**src/mef_pkg.sv**
```systemverilog
`timescale 1ns / 1ps
// ----------------------------------------------------------------------------
// mef_pkg
// Shared widths, register map and reset constants of the median/EMA filter.
// ----------------------------------------------------------------------------
package mef_pkg;

    localparam int WINDOW_DEF = 8;

    localparam int DIST_W   = 16;
    localparam int STATUS_W = 8;
    localparam int ALPHA_W  = 17;
    localparam int EMA_W    = 32;

    localparam logic [ALPHA_W-1:0] ALPHA_ONE   = 17'd65536;
    localparam logic [ALPHA_W-1:0] ALPHA_RESET = 17'd19661;

    localparam int APB_AW = 3;
    localparam int APB_DW = 32;

    // word index of each register (paddr >> 2)
    localparam logic [APB_AW-3:0] REG_ALPHA = 1'b0;

endpackage

```
**src/mef_in_if.sv**
```systemverilog
`timescale 1ns / 1ps
// ----------------------------------------------------------------------------
// mef_in_if
// Poll-result channel: valid/ready handshake with the sensor poll fields.
// ----------------------------------------------------------------------------
interface mef_in_if;
    logic                          valid;
    logic                          ready;
    logic                          check_error;
    logic                          ready_req;
    logic                          read_error;
    logic [mef_pkg::STATUS_W-1:0]  range_status;
    logic [mef_pkg::DIST_W-1:0]    distance_mm;

    modport source (
        output valid, check_error, ready_req, read_error, range_status, distance_mm,
        input  ready
    );
    modport sink (
        input  valid, check_error, ready_req, read_error, range_status, distance_mm,
        output ready
    );
endinterface

```
**src/mef_out_if.sv**
```systemverilog
`timescale 1ns / 1ps
// ----------------------------------------------------------------------------
// mef_out_if
// Result channel: valid/ready handshake with the filter result fields.
// ----------------------------------------------------------------------------
interface mef_out_if;
    logic                        valid;
    logic                        ready;
    logic                        taken;
    logic                        valid_res;
    logic [mef_pkg::DIST_W-1:0]  median_mm;
    logic [mef_pkg::DIST_W-1:0]  filtered_mm;

    modport source (
        output valid, taken, valid_res, median_mm, filtered_mm,
        input  ready
    );
    modport sink (
        input  valid, taken, valid_res, median_mm, filtered_mm,
        output ready
    );
endinterface

```
**src/median_ema_range_filter.sv**
```systemverilog
`timescale 1ns / 1ps
// ----------------------------------------------------------------------------
// median_ema_range_filter
// Running median over the last WINDOW good distances, smoothed by an EMA.
//
// i_in carries one sensor poll result per transaction, o_out one result per
// poll. A poll is taken when the ready query succeeded and data was ready; it
// updates the filter when it was also read cleanly with range status zero.
// The median is found bit-serially, MSB first: one bit per cycle over all
// window entries. The EMA product alpha*(med-ema) runs as a shift-add
// multiplier, one alpha bit per cycle. A poll that does not update the filter
// goes straight to the result register; the first good poll runs the median
// search and seeds the EMA with the median; later good polls run the median
// search and then the multiplier. One poll is worked on at a time, so a new
// poll waits until the last one is stored; i_in.ready is high only between polls.
// The result register lets the next poll enter while a result waits; a
// stalled o_out holds the finished poll back before its result is stored.
// alpha is written over the APB port (byte address 0), reset value 19661;
// values above 65536 act as 65536.
// Reset empties the window and clears the EMA and the last results.
// ----------------------------------------------------------------------------
module median_ema_range_filter #(
    parameter int WINDOW = mef_pkg::WINDOW_DEF
) (
    input  logic                         i_clk,
    input  logic                         i_rst_n,
    mef_in_if.sink                       i_in,
    mef_out_if.source                    o_out,
    input  logic                         psel,
    input  logic                         penable,
    input  logic                         pwrite,
    input  logic [mef_pkg::APB_AW-1:0]   paddr,
    input  logic [mef_pkg::APB_DW-1:0]   pwdata,
    output logic [mef_pkg::APB_DW-1:0]   prdata,
    output logic                         pready
);

    localparam int DW  = mef_pkg::DIST_W;
    localparam int AW  = mef_pkg::ALPHA_W;
    localparam int EW  = mef_pkg::EMA_W;
    localparam int PW  = (WINDOW > 1) ? $clog2(WINDOW) : 1;
    localparam int CW  = $clog2(WINDOW + 1);
    localparam int DFW = EW + 1;
    localparam int ACW = EW + DW + 3;

    typedef enum logic [1:0] {
        S_IDLE,
        S_SEL,
        S_MUL,
        S_PUT
    } t_state;

    t_state              r_state;
    logic [AW-1:0]       r_alpha;
    logic [DW-1:0]       r_win [WINDOW];
    logic [CW-1:0]       r_fill;
    logic [PW-1:0]       r_wpos;
    logic [EW-1:0]       r_ema;
    logic                r_started;
    logic [DW-1:0]       r_last_med;
    logic [DW-1:0]       r_last_filt;
    logic                r_taken;
    logic                r_good;
    logic [WINDOW-1:0]   r_mask;
    logic [CW-1:0]       r_rank;
    logic [4:0]          r_cnt;
    logic [DW-1:0]       r_med;
    logic [ACW-1:0]      r_acc;
    logic [ACW-1:0]      r_mcand;
    logic [AW-1:0]       r_mplier;
    logic                r_out_valid;
    logic                r_out_taken;
    logic                r_out_good;
    logic [DW-1:0]       r_out_med;
    logic [DW-1:0]       r_out_filt;

    logic                cfg_wr;
    logic                in_fire;
    logic                in_taken;
    logic                in_good;
    logic [CW-1:0]       n_fill;
    logic [WINDOW-1:0]   col;
    logic [WINDOW-1:0]   zeros;
    logic [CW-1:0]       c0;
    logic                med_bit;
    logic [DW-1:0]       n_med;
    logic [DFW-1:0]      diff;
    logic [AW-1:0]       alpha_eff;
    logic [ACW-1:0]      n_acc;
    logic [DFW-1:0]      rnd_sum;
    logic [DW-1:0]       rnd;
    logic                out_free;

    assign pready  = 1'b1;
    assign cfg_wr  = psel && penable && pwrite && pready
                     && (paddr[mef_pkg::APB_AW-1:2] == mef_pkg::REG_ALPHA);
    assign prdata  = (paddr[mef_pkg::APB_AW-1:2] == mef_pkg::REG_ALPHA)
                     ? mef_pkg::APB_DW'(r_alpha) : '0;

    assign i_in.ready = (r_state == S_IDLE);
    assign in_fire    = i_in.valid && i_in.ready;
    assign in_taken   = !i_in.check_error && i_in.ready_req;
    assign in_good    = in_taken && !i_in.read_error && (i_in.range_status == '0);
    assign n_fill     = (r_fill == CW'(WINDOW)) ? r_fill : r_fill + CW'(1);

    always_comb begin
        for (int i = 0; i < WINDOW; i++) begin
            col[i] = r_win[i][r_cnt[3:0]];
        end
        zeros = r_mask & ~col;
        c0    = '0;
        for (int i = 0; i < WINDOW; i++) begin
            c0 = c0 + CW'(zeros[i]);
        end
    end

    assign med_bit   = !(r_rank < c0);
    assign n_med     = {r_med[DW-2:0], med_bit};
    assign diff      = {1'b0, n_med, {DW{1'b0}}} - {1'b0, r_ema};
    assign alpha_eff = (r_alpha > mef_pkg::ALPHA_ONE) ? mef_pkg::ALPHA_ONE : r_alpha;
    assign n_acc     = r_mplier[0] ? (r_acc + r_mcand) : r_acc;
    assign rnd_sum   = {1'b0, r_ema} + DFW'(1 << (DW - 1));
    assign rnd       = rnd_sum[EW-1:DW];
    assign out_free  = !r_out_valid || o_out.ready;

    assign o_out.valid       = r_out_valid;
    assign o_out.taken       = r_out_taken;
    assign o_out.valid_res   = r_out_good;
    assign o_out.median_mm   = r_out_med;
    assign o_out.filtered_mm = r_out_filt;

    always_ff @(posedge i_clk) begin
        if (!i_rst_n) begin
            r_state     <= S_IDLE;
            r_alpha     <= mef_pkg::ALPHA_RESET;
            r_fill      <= '0;
            r_wpos      <= '0;
            r_ema       <= '0;
            r_started   <= 1'b0;
            r_last_med  <= '0;
            r_last_filt <= '0;
            r_out_valid <= 1'b0;
        end else begin
            if (cfg_wr) begin
                r_alpha <= pwdata[AW-1:0];
            end
            if (r_out_valid && o_out.ready && (r_state != S_PUT)) begin
                r_out_valid <= 1'b0;
            end
            unique case (r_state)
                S_IDLE: begin
                    if (in_fire) begin
                        r_taken <= in_taken;
                        r_good  <= in_good;
                        if (in_good) begin
                            r_win[r_wpos] <= i_in.distance_mm;
                            r_wpos        <= (r_wpos == PW'(WINDOW - 1)) ? '0
                                             : r_wpos + PW'(1);
                            r_fill        <= n_fill;
                            r_rank        <= n_fill >> 1;
                            for (int i = 0; i < WINDOW; i++) begin
                                r_mask[i] <= (CW'(i) < n_fill);
                            end
                            r_cnt   <= 5'(DW - 1);
                            r_state <= S_SEL;
                        end else begin
                            r_state <= S_PUT;
                        end
                    end
                end
                S_SEL: begin
                    r_med <= n_med;
                    if (med_bit) begin
                        r_rank <= r_rank - c0;
                        r_mask <= r_mask & col;
                    end else begin
                        r_mask <= zeros;
                    end
                    if (r_cnt == '0) begin
                        if (!r_started) begin
                            r_ema     <= {n_med, {DW{1'b0}}};
                            r_started <= 1'b1;
                            r_state   <= S_PUT;
                        end else begin
                            r_acc    <= {3'b000, r_ema, {DW{1'b0}}};
                            r_mcand  <= {{(ACW-DFW){diff[DFW-1]}}, diff};
                            r_mplier <= alpha_eff;
                            r_cnt    <= 5'(AW - 1);
                            r_state  <= S_MUL;
                        end
                    end else begin
                        r_cnt <= r_cnt - 5'd1;
                    end
                end
                S_MUL: begin
                    r_acc    <= n_acc;
                    r_mcand  <= r_mcand << 1;
                    r_mplier <= r_mplier >> 1;
                    if (r_cnt == '0) begin
                        r_ema   <= n_acc[EW+DW-1:DW];
                        r_state <= S_PUT;
                    end else begin
                        r_cnt <= r_cnt - 5'd1;
                    end
                end
                S_PUT: begin
                    if (out_free) begin
                        r_out_valid <= 1'b1;
                        r_out_taken <= r_taken;
                        r_out_good  <= r_good;
                        if (r_good) begin
                            r_out_med   <= r_med;
                            r_out_filt  <= rnd;
                            r_last_med  <= r_med;
                            r_last_filt <= rnd;
                        end else begin
                            r_out_med  <= r_last_med;
                            r_out_filt <= r_last_filt;
                        end
                        r_state <= S_IDLE;
                    end
                end
                default: begin
                    r_state <= S_IDLE;
                end
            endcase
        end
    end

endmodule

```
**src/flat_wrapper.sv**
```systemverilog
// flat-port wrapper written by rule: the top's interface ports become plain ports
module median_ema_range_filter_flat 
#(
    parameter int WINDOW = mef_pkg::WINDOW_DEF
)
  (i_clk, i_rst_n, psel, penable, pwrite, paddr, pwdata, prdata, pready, i_in_valid, i_in_check_error, i_in_ready_req, i_in_read_error, i_in_range_status, i_in_distance_mm, i_in_ready, o_out_valid, o_out_taken, o_out_valid_res, o_out_median_mm, o_out_filtered_mm, o_out_ready);
  mef_in_if i_in_i ();
  mef_out_if o_out_i ();
  input  logic i_clk;
  input  logic i_rst_n;
  input  logic psel;
  input  logic penable;
  input  logic pwrite;
  input  logic [mef_pkg::APB_AW-1:0] paddr;
  input  logic [mef_pkg::APB_DW-1:0] pwdata;
  output logic [mef_pkg::APB_DW-1:0] prdata;
  output logic pready;
  input wire logic [$bits(i_in_i.valid)-1:0] i_in_valid;
  input wire logic [$bits(i_in_i.check_error)-1:0] i_in_check_error;
  input wire logic [$bits(i_in_i.ready_req)-1:0] i_in_ready_req;
  input wire logic [$bits(i_in_i.read_error)-1:0] i_in_read_error;
  input wire logic [$bits(i_in_i.range_status)-1:0] i_in_range_status;
  input wire logic [$bits(i_in_i.distance_mm)-1:0] i_in_distance_mm;
  output wire logic [$bits(i_in_i.ready)-1:0] i_in_ready;
  output wire logic [$bits(o_out_i.valid)-1:0] o_out_valid;
  output wire logic [$bits(o_out_i.taken)-1:0] o_out_taken;
  output wire logic [$bits(o_out_i.valid_res)-1:0] o_out_valid_res;
  output wire logic [$bits(o_out_i.median_mm)-1:0] o_out_median_mm;
  output wire logic [$bits(o_out_i.filtered_mm)-1:0] o_out_filtered_mm;
  input wire logic [$bits(o_out_i.ready)-1:0] o_out_ready;
  assign i_in_i.valid = i_in_valid;
  assign i_in_i.check_error = i_in_check_error;
  assign i_in_i.ready_req = i_in_ready_req;
  assign i_in_i.read_error = i_in_read_error;
  assign i_in_i.range_status = i_in_range_status;
  assign i_in_i.distance_mm = i_in_distance_mm;
  assign i_in_ready = i_in_i.ready;
  assign o_out_valid = o_out_i.valid;
  assign o_out_taken = o_out_i.taken;
  assign o_out_valid_res = o_out_i.valid_res;
  assign o_out_median_mm = o_out_i.median_mm;
  assign o_out_filtered_mm = o_out_i.filtered_mm;
  assign o_out_i.ready = o_out_ready;
  median_ema_range_filter #(.WINDOW(WINDOW)) u_core (.i_clk(i_clk), .i_rst_n(i_rst_n), .i_in(i_in_i), .o_out(o_out_i), .psel(psel), .penable(penable), .pwrite(pwrite), .paddr(paddr), .pwdata(pwdata), .prdata(prdata), .pready(pready));
endmodule
```
**config.mk**
```make
export PLATFORM = sky130hd
export DESIGN_NAME = median_ema_range_filter_flat
export DESIGN_NICKNAME = d
export VERILOG_FILES = /design/src/mef_pkg.sv /design/src/mef_in_if.sv /design/src/mef_out_if.sv /design/src/median_ema_range_filter.sv /design/src/flat_wrapper.sv
export SDC_FILE = /design/constraint.sdc
export NUM_CORES = 1
export LEC_CHECK = 0
export ABC_CLOCK_PERIOD_IN_PS = 11700
export BUFFER_PORTS_ARGS = -buffer_cell sky130_fd_sc_hd__buf_2
export CAP_MARGIN = 5
export CORE_MARGIN = 5
export CORE_UTILIZATION = 60
export CTS_CLUSTER_DIAMETER = 100
export CTS_CLUSTER_SIZE = 14
export DETAILED_ROUTE_END_ITERATION = 10
export HOLD_SLACK_MARGIN = 0.08
export PLACE_DENSITY_LB_ADDON = 0.3
export SLEW_MARGIN = 20
export SYNTH_ARGS = -nofsm -noshare
export SYNTH_HDL_FRONTEND = slang
export SYNTH_SLANG_ARGS = --single-unit
export TNS_END_PERCENT = 50
```
**constraint.sdc**
```tcl
create_clock -name i_clk -period 11.7 [get_ports i_clk]
set_input_delay 0.585 -clock i_clk [delete_from_list [all_inputs] [get_ports i_clk]]
set_output_delay 0.585 -clock i_clk [all_outputs]
set_load 0.05 [all_outputs]
```
==> results.py, run 1 <==
metrics = {
    "global_route": {
        "grt_max_degree": 72,
        "antenna_found_initial": 1,
        "grt_pass1_wl_um": 78920,
        "grt.overflow.total": 0,
        "track_usage_pct": 25.59,
        "grt_pass1_vias": 14440,
    },
    "yosys": {
        "synth-edff-count": 310,
        "syn_area_per_cell_um2": 10.94,
        "synthFlopType": "edfxtp_1",
        "synth.most_common_cell": "edfxtp_1",
        "yosysWarnings": 0,
        "async_flop_share_pct": 0,
        "synth_common_cells": "edfxtp_1, nand2_1, a21oi_1",
        "ys_types": 77,
        "yosys.area.top_type_share_pct": 44.74,
        "ys_seq_area_share_pct": 53.59,
        "syn_area_um2": 20810,
        "synthCells": 1901,
        "yosysTopAreaCell": "edfxtp_1",
        "synth_area_leaders": "edfxtp_1, dfxtp_1, ha_1",
        "ys_ff_latch": 402,
    },
    "cts": {
        "clock_path_buffers": 3,
        "cts_setup_buffers": 0,
        "cts_tree": "built",
        "path_clk_slew_ns": 0.07,
        "cts_sinks": 402,
        "cts_hold_buf": 0,
        "root_buffer": "clkbuf_16",
        "clock_latency_ns": 0.55,
        "ctsResizeCount": 0,
        "cts_buffers": 34,
        "htreeDepth": 2,
    },
    "sta": {
        "final_max_slew_viol_count": 0,
        "fmax_mhz": 110.3,
        "hold_violations": 0,
        "finalCriticalPeriod_ns": 9.066,
        "tightest_slew_ns": 1.048,
        "setup_viol_count_final": 0,
        "relSlewSlack_pct": 29.93,
        "setup_ws_ns": 2.634,
        "fin_tns_setup_ns": 0,
        "period_share_pct": 77.48,
        "rsz0062_at_grt": "no",
        "whs_ns": 0.2604,
        "fin_skew_ns": 0.02668,
    },
    "worst_setup_path": {
        "r2r_setup_slack_ns": 2.63,
        "setup.worst_path.start": "u_core.r_cnt[1]",
        "crit_arrival_ns": 9.32,
        "crit_path_max_incr_delay_ns": 0.77,
        "worstReg2RegStart": "u_core.r_cnt[1]",
        "critPathRequiredTime_ns": 11.95,
        "cp_max_fo": 21,
        "startpoint_type": "register",
        "critPathMostFrequentCell": "fa_1",
        "r2r-end": "u_core.r_mcand[34]",
        "critPathCapture": "u_core.r_mcand[34]",
        "r2r_cells": 26,
        "crit_type": "register to register",
        "crit_path_end_kind": "register",
        "slowest_stage": "o21ai_2",
    },
    "drt": {
        "routed.top_layer": "met5",
        "viasPerCell": 6.237,
        "wl_met1_um": 21450,
        "dr_total_vias": 15190,
        "wire_per_inst_um": 20.73,
        "wl_met2_um": 24000,
        "drt_first_pass_iters": 5,
        "drt-initial-drc-count": 1518,
        "wl_um": 50510,
        "route.met3.wl_um": 3798,
        "drtAntennaViolNets": 0,
        "drc_errors": 0,
    },
    "die": {
        "coreArea_um2": 34370,
        "die_x_um": 196.2,
        "initial_core_util_pct": 60.53,
        "ios": 138,
        "dieArea_um2": 38500,
        "num_rows": 68,
        "die_y_um": 196.2,
    },
    "placement": {
        "numPortBuffers": 104,
        "placed_area_um2": 21650,
        "place_hpwl_um": 35350,
        "gp_congestion": 0.9126,
        "pre_cts_ws_ns": 2.298,
        "dp.cells": 2377,
    },
    "hold_path": {
        "worstHoldStart": "pwdata[14]",
        "hold_path.class": "input port to register",
    },
    "cells_and_area": {
        "layout.cells.non_filler": 2436,
        "diodes": 0,
        "fin_util_pct": 65.96,
        "drive_gt1_share_pct": 13.02,
        "area_delta_synth_final_pct": 8.972,
        "final-seq-area_um2": 11150,
        "fillCellCount": 2604,
        "multi_input_area_um2": 9029,
        "nets": 2115,
        "finalInstanceArea_um2": 22670,
    },
    "pwr": {
        "p_per_area_nw_per_um2": 225.2,
        "p_leak_nw": 8.209,
        "irDropWorstVdd_v": 0.0001514,
        "power.total_mw": 5.107,
    },
    "run": {
        "timing.max_cap.violations": 0,
    },
    "outcome": {
        "status": "complete, no violations",
    },
}
[cell type report]
type,instances,share of cell area [%]
Clock buffer,56,4.211
Timing Repair Buffer,125,2.991
Clock inverter,3,0.2759
Inverter,61,1.010
Sequential cell,402,49.18
Multi-Input combinational cell,1334,39.82
Tap cell,455,2.511
[kinds of logic (layout without fill, tap and decap cells)]
family	after synthesis	in the layout	synth area share (%)
xor gates and xnor gates	89	89	3.746
other	2	16	0.03610
buffers and inverters	179	245	3.566
AOI/OAI and AO/OA	479	479	14.36
muxes	71	71	5.953
and+or+nand+nor	591	591	13.24
adders and majority gates	88	88	5.508
DFF	402	402	53.59
[report_power, final]
part / internal [mW] / total (mW) / switching, mW / leakage (nW)
sequential: 1.81 / 1.93 / 0.125 / 3.59
combinational: 0.763 / 2.09 / 1.32 / 4.14
clock: 0.566 / 1.09 / 0.521 / 0.481
[worst min path at each step]
stage | to | slack (ns) | depth (start not counted)
after detailed placement | u_core.o_out.taken | 0.42 | 0
after floorplan | u_core.o_out.taken | 0.40 | 0
after global placement | u_core.o_out.taken | 0.43 | 0
after CTS | u_core.r_alpha[14] | 0.25 | 3
final | u_core.r_alpha[14] | 0.26 | 3
after global routing | u_core.r_alpha[11] | 0.27 | 3
[layout by cell type, fill, tap and decap left out, types with 8 or more instances in the layout]
cell type	n
nand2b_1	19
xor2_1	41
mux2_2	22
o21ai_0	84
nand3_1	46
dfxtp_1	92
mux4_2	40
or3_1	12
o211ai_1	17
clkbuf_1	21
conb_1	16
ha_1	81
nor4_1	12
clkbuf_16	35
a221oi_1	13
a22oi_1	8
and3_1	17
nand4_1	22
o31ai_1	8
a22o_1	14
nor2_1	124
o21bai_1	12
mux2i_1	9
a31oi_1	8
a211oi_1	13
buf_4	21
nand2_1	235
o21a_1	8
nand2_2	10
edfxtp_1	310
buf_2	104
o21ai_1	23
nor3_1	21
a21oi_1	184
nor2b_1	33
a21o_1	28
xnor2_1	48
inv_1	60
[state kept, by name (all words and copies together) (netlist names), 2 cells and up]
name	count
u_core.r_mask	8
u_core.r_acc	48
u_core.r_rank	4
u_core.r_last_filt	16
u_core.o_out.median_mm	16
u_core.r_mplier	17
u_core.r_alpha	17
u_core.r_win	128
u_core.r_cnt	5
u_core.o_out.filtered_mm	16
u_core.r_state	2
u_core.r_last_med	16
u_core.r_fill	4
u_core.r_ema	32
u_core.r_med	16
u_core.r_wpos	3
u_core.r_mcand	48
[critical path, delay by kind of cell, from the launching register on]
family	cells	cell delay (ns)
DFF	1	0.76
muxes	2	0.95
and+or+nand+nor	4	0.94
AOI/OAI and AO/OA	8	2.39
adders and majority gates	7	2.91
buffers and inverters	5	0.82
[metal layers]
metal  vias to the layer above  track usage (%)
li1                       7087                -
met2                       561            41.36
met4                         2            6.491
met1                      7455            36.88
met3                        88            3.830
met5                         -                0
Note: power is estimated with default switching activity, not from simulation.
==> inputs of run 2 (changes only) <==
--- a/config.mk
+++ b/config.mk
@@ -5,11 +5,12 @@
 export SDC_FILE = /design/constraint.sdc
 export NUM_CORES = 1
 export LEC_CHECK = 0
-export ABC_CLOCK_PERIOD_IN_PS = 11700
+export ABC_AREA = 1
+export ABC_CLOCK_PERIOD_IN_PS = 7970
 export BUFFER_PORTS_ARGS = -buffer_cell sky130_fd_sc_hd__buf_2
 export CAP_MARGIN = 5
 export CORE_MARGIN = 5
-export CORE_UTILIZATION = 60
+export CORE_UTILIZATION = 56
 export CTS_CLUSTER_DIAMETER = 100
 export CTS_CLUSTER_SIZE = 14
 export DETAILED_ROUTE_END_ITERATION = 10
==> constraint.sdc (replaced) <==
create_clock -name i_clk -period 7.97 [get_ports i_clk]
set_input_delay 0.3985 -clock i_clk [delete_from_list [all_inputs] [get_ports i_clk]]
set_output_delay 0.3985 -clock i_clk [all_outputs]
set_load 0.05 [all_outputs]
==> run 2 against run 1 <==
- routed wire length up 19%
- combinational power up 53%
- register-to-register slack lost 1.8 ns
- critical path depth grew 2
- first-iteration DRC count rose by 22%
- die area rose by 17%
- sequential power is 48% higher
- final cell count increased by 43%
- critical path type unchanged
- critical endpoint is now u_core.r_mcand[23]
==> results.py, run 2 <==
metrics = {
    "outcome": {
        "status": "complete, no violations",
    },
    "hold_path": {
        "hold_path.class": "input port to register",
        "hold_end": "u_core.r_alpha[6]",
        "holdPathStages": 3,
        "worstHoldStart": "pwdata[6]",
    },
    "drt": {
        "drc_errors": 0,
        "wire_per_inst_um": 17.25,
        "dr_total_vias": 19500,
        "viasPerCell": 5.611,
        "drtAntennaViolNets": 0,
        "drt_first_pass_iters": 5,
        "drt-initial-drc-count": 1847,
        "wl_um": 59960,
    },
    "cts": {
        "cts_buffers": 35,
        "cts_setup_buffers": 0,
        "cts_sinks": 402,
        "clock_path_buffers": 3,
        "htreeDepth": 2,
        "path_clk_slew_ns": 0.07,
        "clock_latency_ns": 0.54,
        "cts_tree": "built",
        "root_buffer": "clkbuf_16",
    },
    "die": {
        "die_y_um": 212.3,
        "dieArea_um2": 45090,
        "die_x_um": 212.3,
        "coreArea_um2": 40650,
        "initial_core_util_pct": 56.41,
        "ios": 138,
        "num_rows": 74,
    },
    "cells_and_area": {
        "drive_gt1_share_pct": 8.730,
        "finalInstanceArea_um2": 24940,
        "area_delta_synth_final_pct": 8.764,
        "final_cell_mix": "nand2_1, inv_1, edfxtp_1",
        "multi_input_area_um2": 9673,
        "top_regs": "u_core.r_win: 128 flops, u_core.r_acc: 48 flops, u_core.r_mcand: 48 flops",
        "layout.cells.non_filler": 3476,
        "mostFrequentLayoutCell": "nand2_1",
        "diodes": 0,
        "fin_util_pct": 61.35,
        "top_register": "u_core.r_win",
        "fillCellCount": 3521,
        "nets": 3074,
        "final-seq-area_um2": 11150,
        "largest_reg_flops": 128,
    },
    "sta": {
        "fin_skew_ns": 0.02554,
        "fmax_mhz": 140.1,
        "setup_viol_count_final": 0,
        "period_share_pct": 89.56,
        "hold_violations": 0,
        "tightest_slew_ns": 1.083,
        "relSlewSlack_pct": 27.02,
        "fin_tns_setup_ns": 0,
        "finalCriticalPeriod_ns": 7.138,
        "rsz0062_at_grt": "no",
        "setup_ws_ns": 0.8323,
        "whs_ns": 0.1006,
        "final_max_slew_viol_count": 0,
    },
    "worst_setup_path": {
        "r2r_cells": 28,
        "critPathRequiredTime_ns": 8.26,
        "r2r-end": "u_core.r_mcand[23]",
        "r2r_setup_slack_ns": 0.83,
        "startpoint_type": "register",
        "slowest_stage": "inv_2",
        "crit_family": "adder cells",
        "crit_path_max_incr_delay_ns": 0.59,
        "cp_max_fo": 49,
        "crit_type": "register to register",
        "crit_arrival_ns": 7.43,
        "crit_path_end_kind": "register",
        "crit_buf_inv": 8,
        "worstReg2RegStart": "u_core.r_cnt[0]",
    },
    "yosys": {
        "yosysTopAreaCell": "edfxtp_1",
        "ys_seq_area_share_pct": 48.64,
        "async_flop_share_pct": 0,
        "ys_types": 54,
        "synth_common_cells": "nand2_1, inv_1, edfxtp_1",
        "yosysWarnings": 0,
        "syn_area_um2": 22930,
        "ys_ff_latch": 402,
        "yosys.area.top_type_share_pct": 40.60,
        "synth.most_common_cell": "nand2_1",
        "synth_area_leaders": "edfxtp_1, nand2_1, dfxtp_1",
        "synth-edff-count": 310,
        "synthCells": 2841,
        "syn_area_per_cell_um2": 8.070,
        "synthFlopType": "edfxtp_1",
    },
    "pwr": {
        "p_leak_nw": 10.87,
        "power.total_mw": 7.696,
        "irDropWorstVdd_v": 0.0002622,
        "p_per_area_nw_per_um2": 308.6,
    },
    "global_route": {
        "globalRouteMet2Util_pct": 43.25,
        "grt_use_met1_pct": 36.61,
        "grt.overflow.total": 0,
        "grt_pass1_wl_um": 95580,
        "antenna_found_initial": 1,
        "track_usage_pct": 26.34,
        "grt_pass1_vias": 18540,
        "use_met3_pct": 4.560,
        "grt_max_degree": 86,
        "grt.busiest_layer": "met2",
    },
    "placement": {
        "place_hpwl_um": 44220,
        "gp_congestion": 0.9572,
        "pre_cts_ws_ns": 0.8684,
        "numPortBuffers": 104,
        "placed_area_um2": 23850,
        "dp.cells": 3409,
    },
    "run": {
        "timing.max_cap.violations": 0,
    },
}
run 2: worst register-to-register path, delay by kind of cell, from the launching register on:
kind / cells / cell delay (ns)
flops: 1 / 0.41
compound gates: 4 / 0.76
buf+inv: 8 / 1.43
simple gates: 9 / 1.14
fa+ha+maj: 7 / 3.17
run 2: area by class of cell:
class | instances | area share (%)
inverter | 442 | 6.653
multi-input combinational | 1905 | 38.79
clock inverter | 4 | 0.1706
tap | 532 | 2.669
timing repair buffer | 131 | 2.945
sequential | 402 | 44.72
clock buffer | 60 | 4.054
run 2: kinds of logic after synthesis:
kind of cell             synth area share [%]
other                                 0.03276
XOR/XNOR                               0.7640
flip-flops                              48.64
AO/OA/AOI/OAI                           12.33
AND/OR/NAND/NOR                         23.48
adder cells (fa/ha/maj)                 4.999
buffers and inverters                   9.763
run 2: how the worst max path moves through the flow:
stage | from | to | slack [ns] | cells after the start
3_5_place_dp | u_core.r_cnt[0] | u_core.r_mcand[29] | 0.87 | 28
2_1_floorplan | u_core.r_cnt[0] | u_core.r_acc[16] | 0.88 | 10
6_report | u_core.r_cnt[0] | u_core.r_mcand[23] | 0.83 | 28
5_1_grt | u_core.r_cnt[0] | u_core.r_mcand[29] | 0.20 | 28
4_1_cts | u_core.r_cnt[0] | u_core.r_mcand[29] | 0.84 | 28
3_3_place_gp | u_core.r_cnt[0] | u_core.r_mcand[29] | 0.99 | 28
run 2: metal layers:
metal / part of all wire (%) / vias to the layer above
met3: 7.8 / 104
met5: 0.022 / -
met2: 47 / 716
met1: 43 / 9183
li1: - / 9499
met4: 2.5 / 2
run 2: power breakdown:
| part | internal (mW) | switching [mW] |
|---|---|---|
| logic | 0.966 | 2.23 |
| clock network | 0.872 | 0.761 |
| registers | 2.67 | 0.193 |
run 2: what timing repair did:
item                                    in CTS  in global routing
hold buffers                                 3                  0
hold endpoints to repair                     3                  0
resized for setup                            0                  0
endpoints found under the setup margin       0                  0
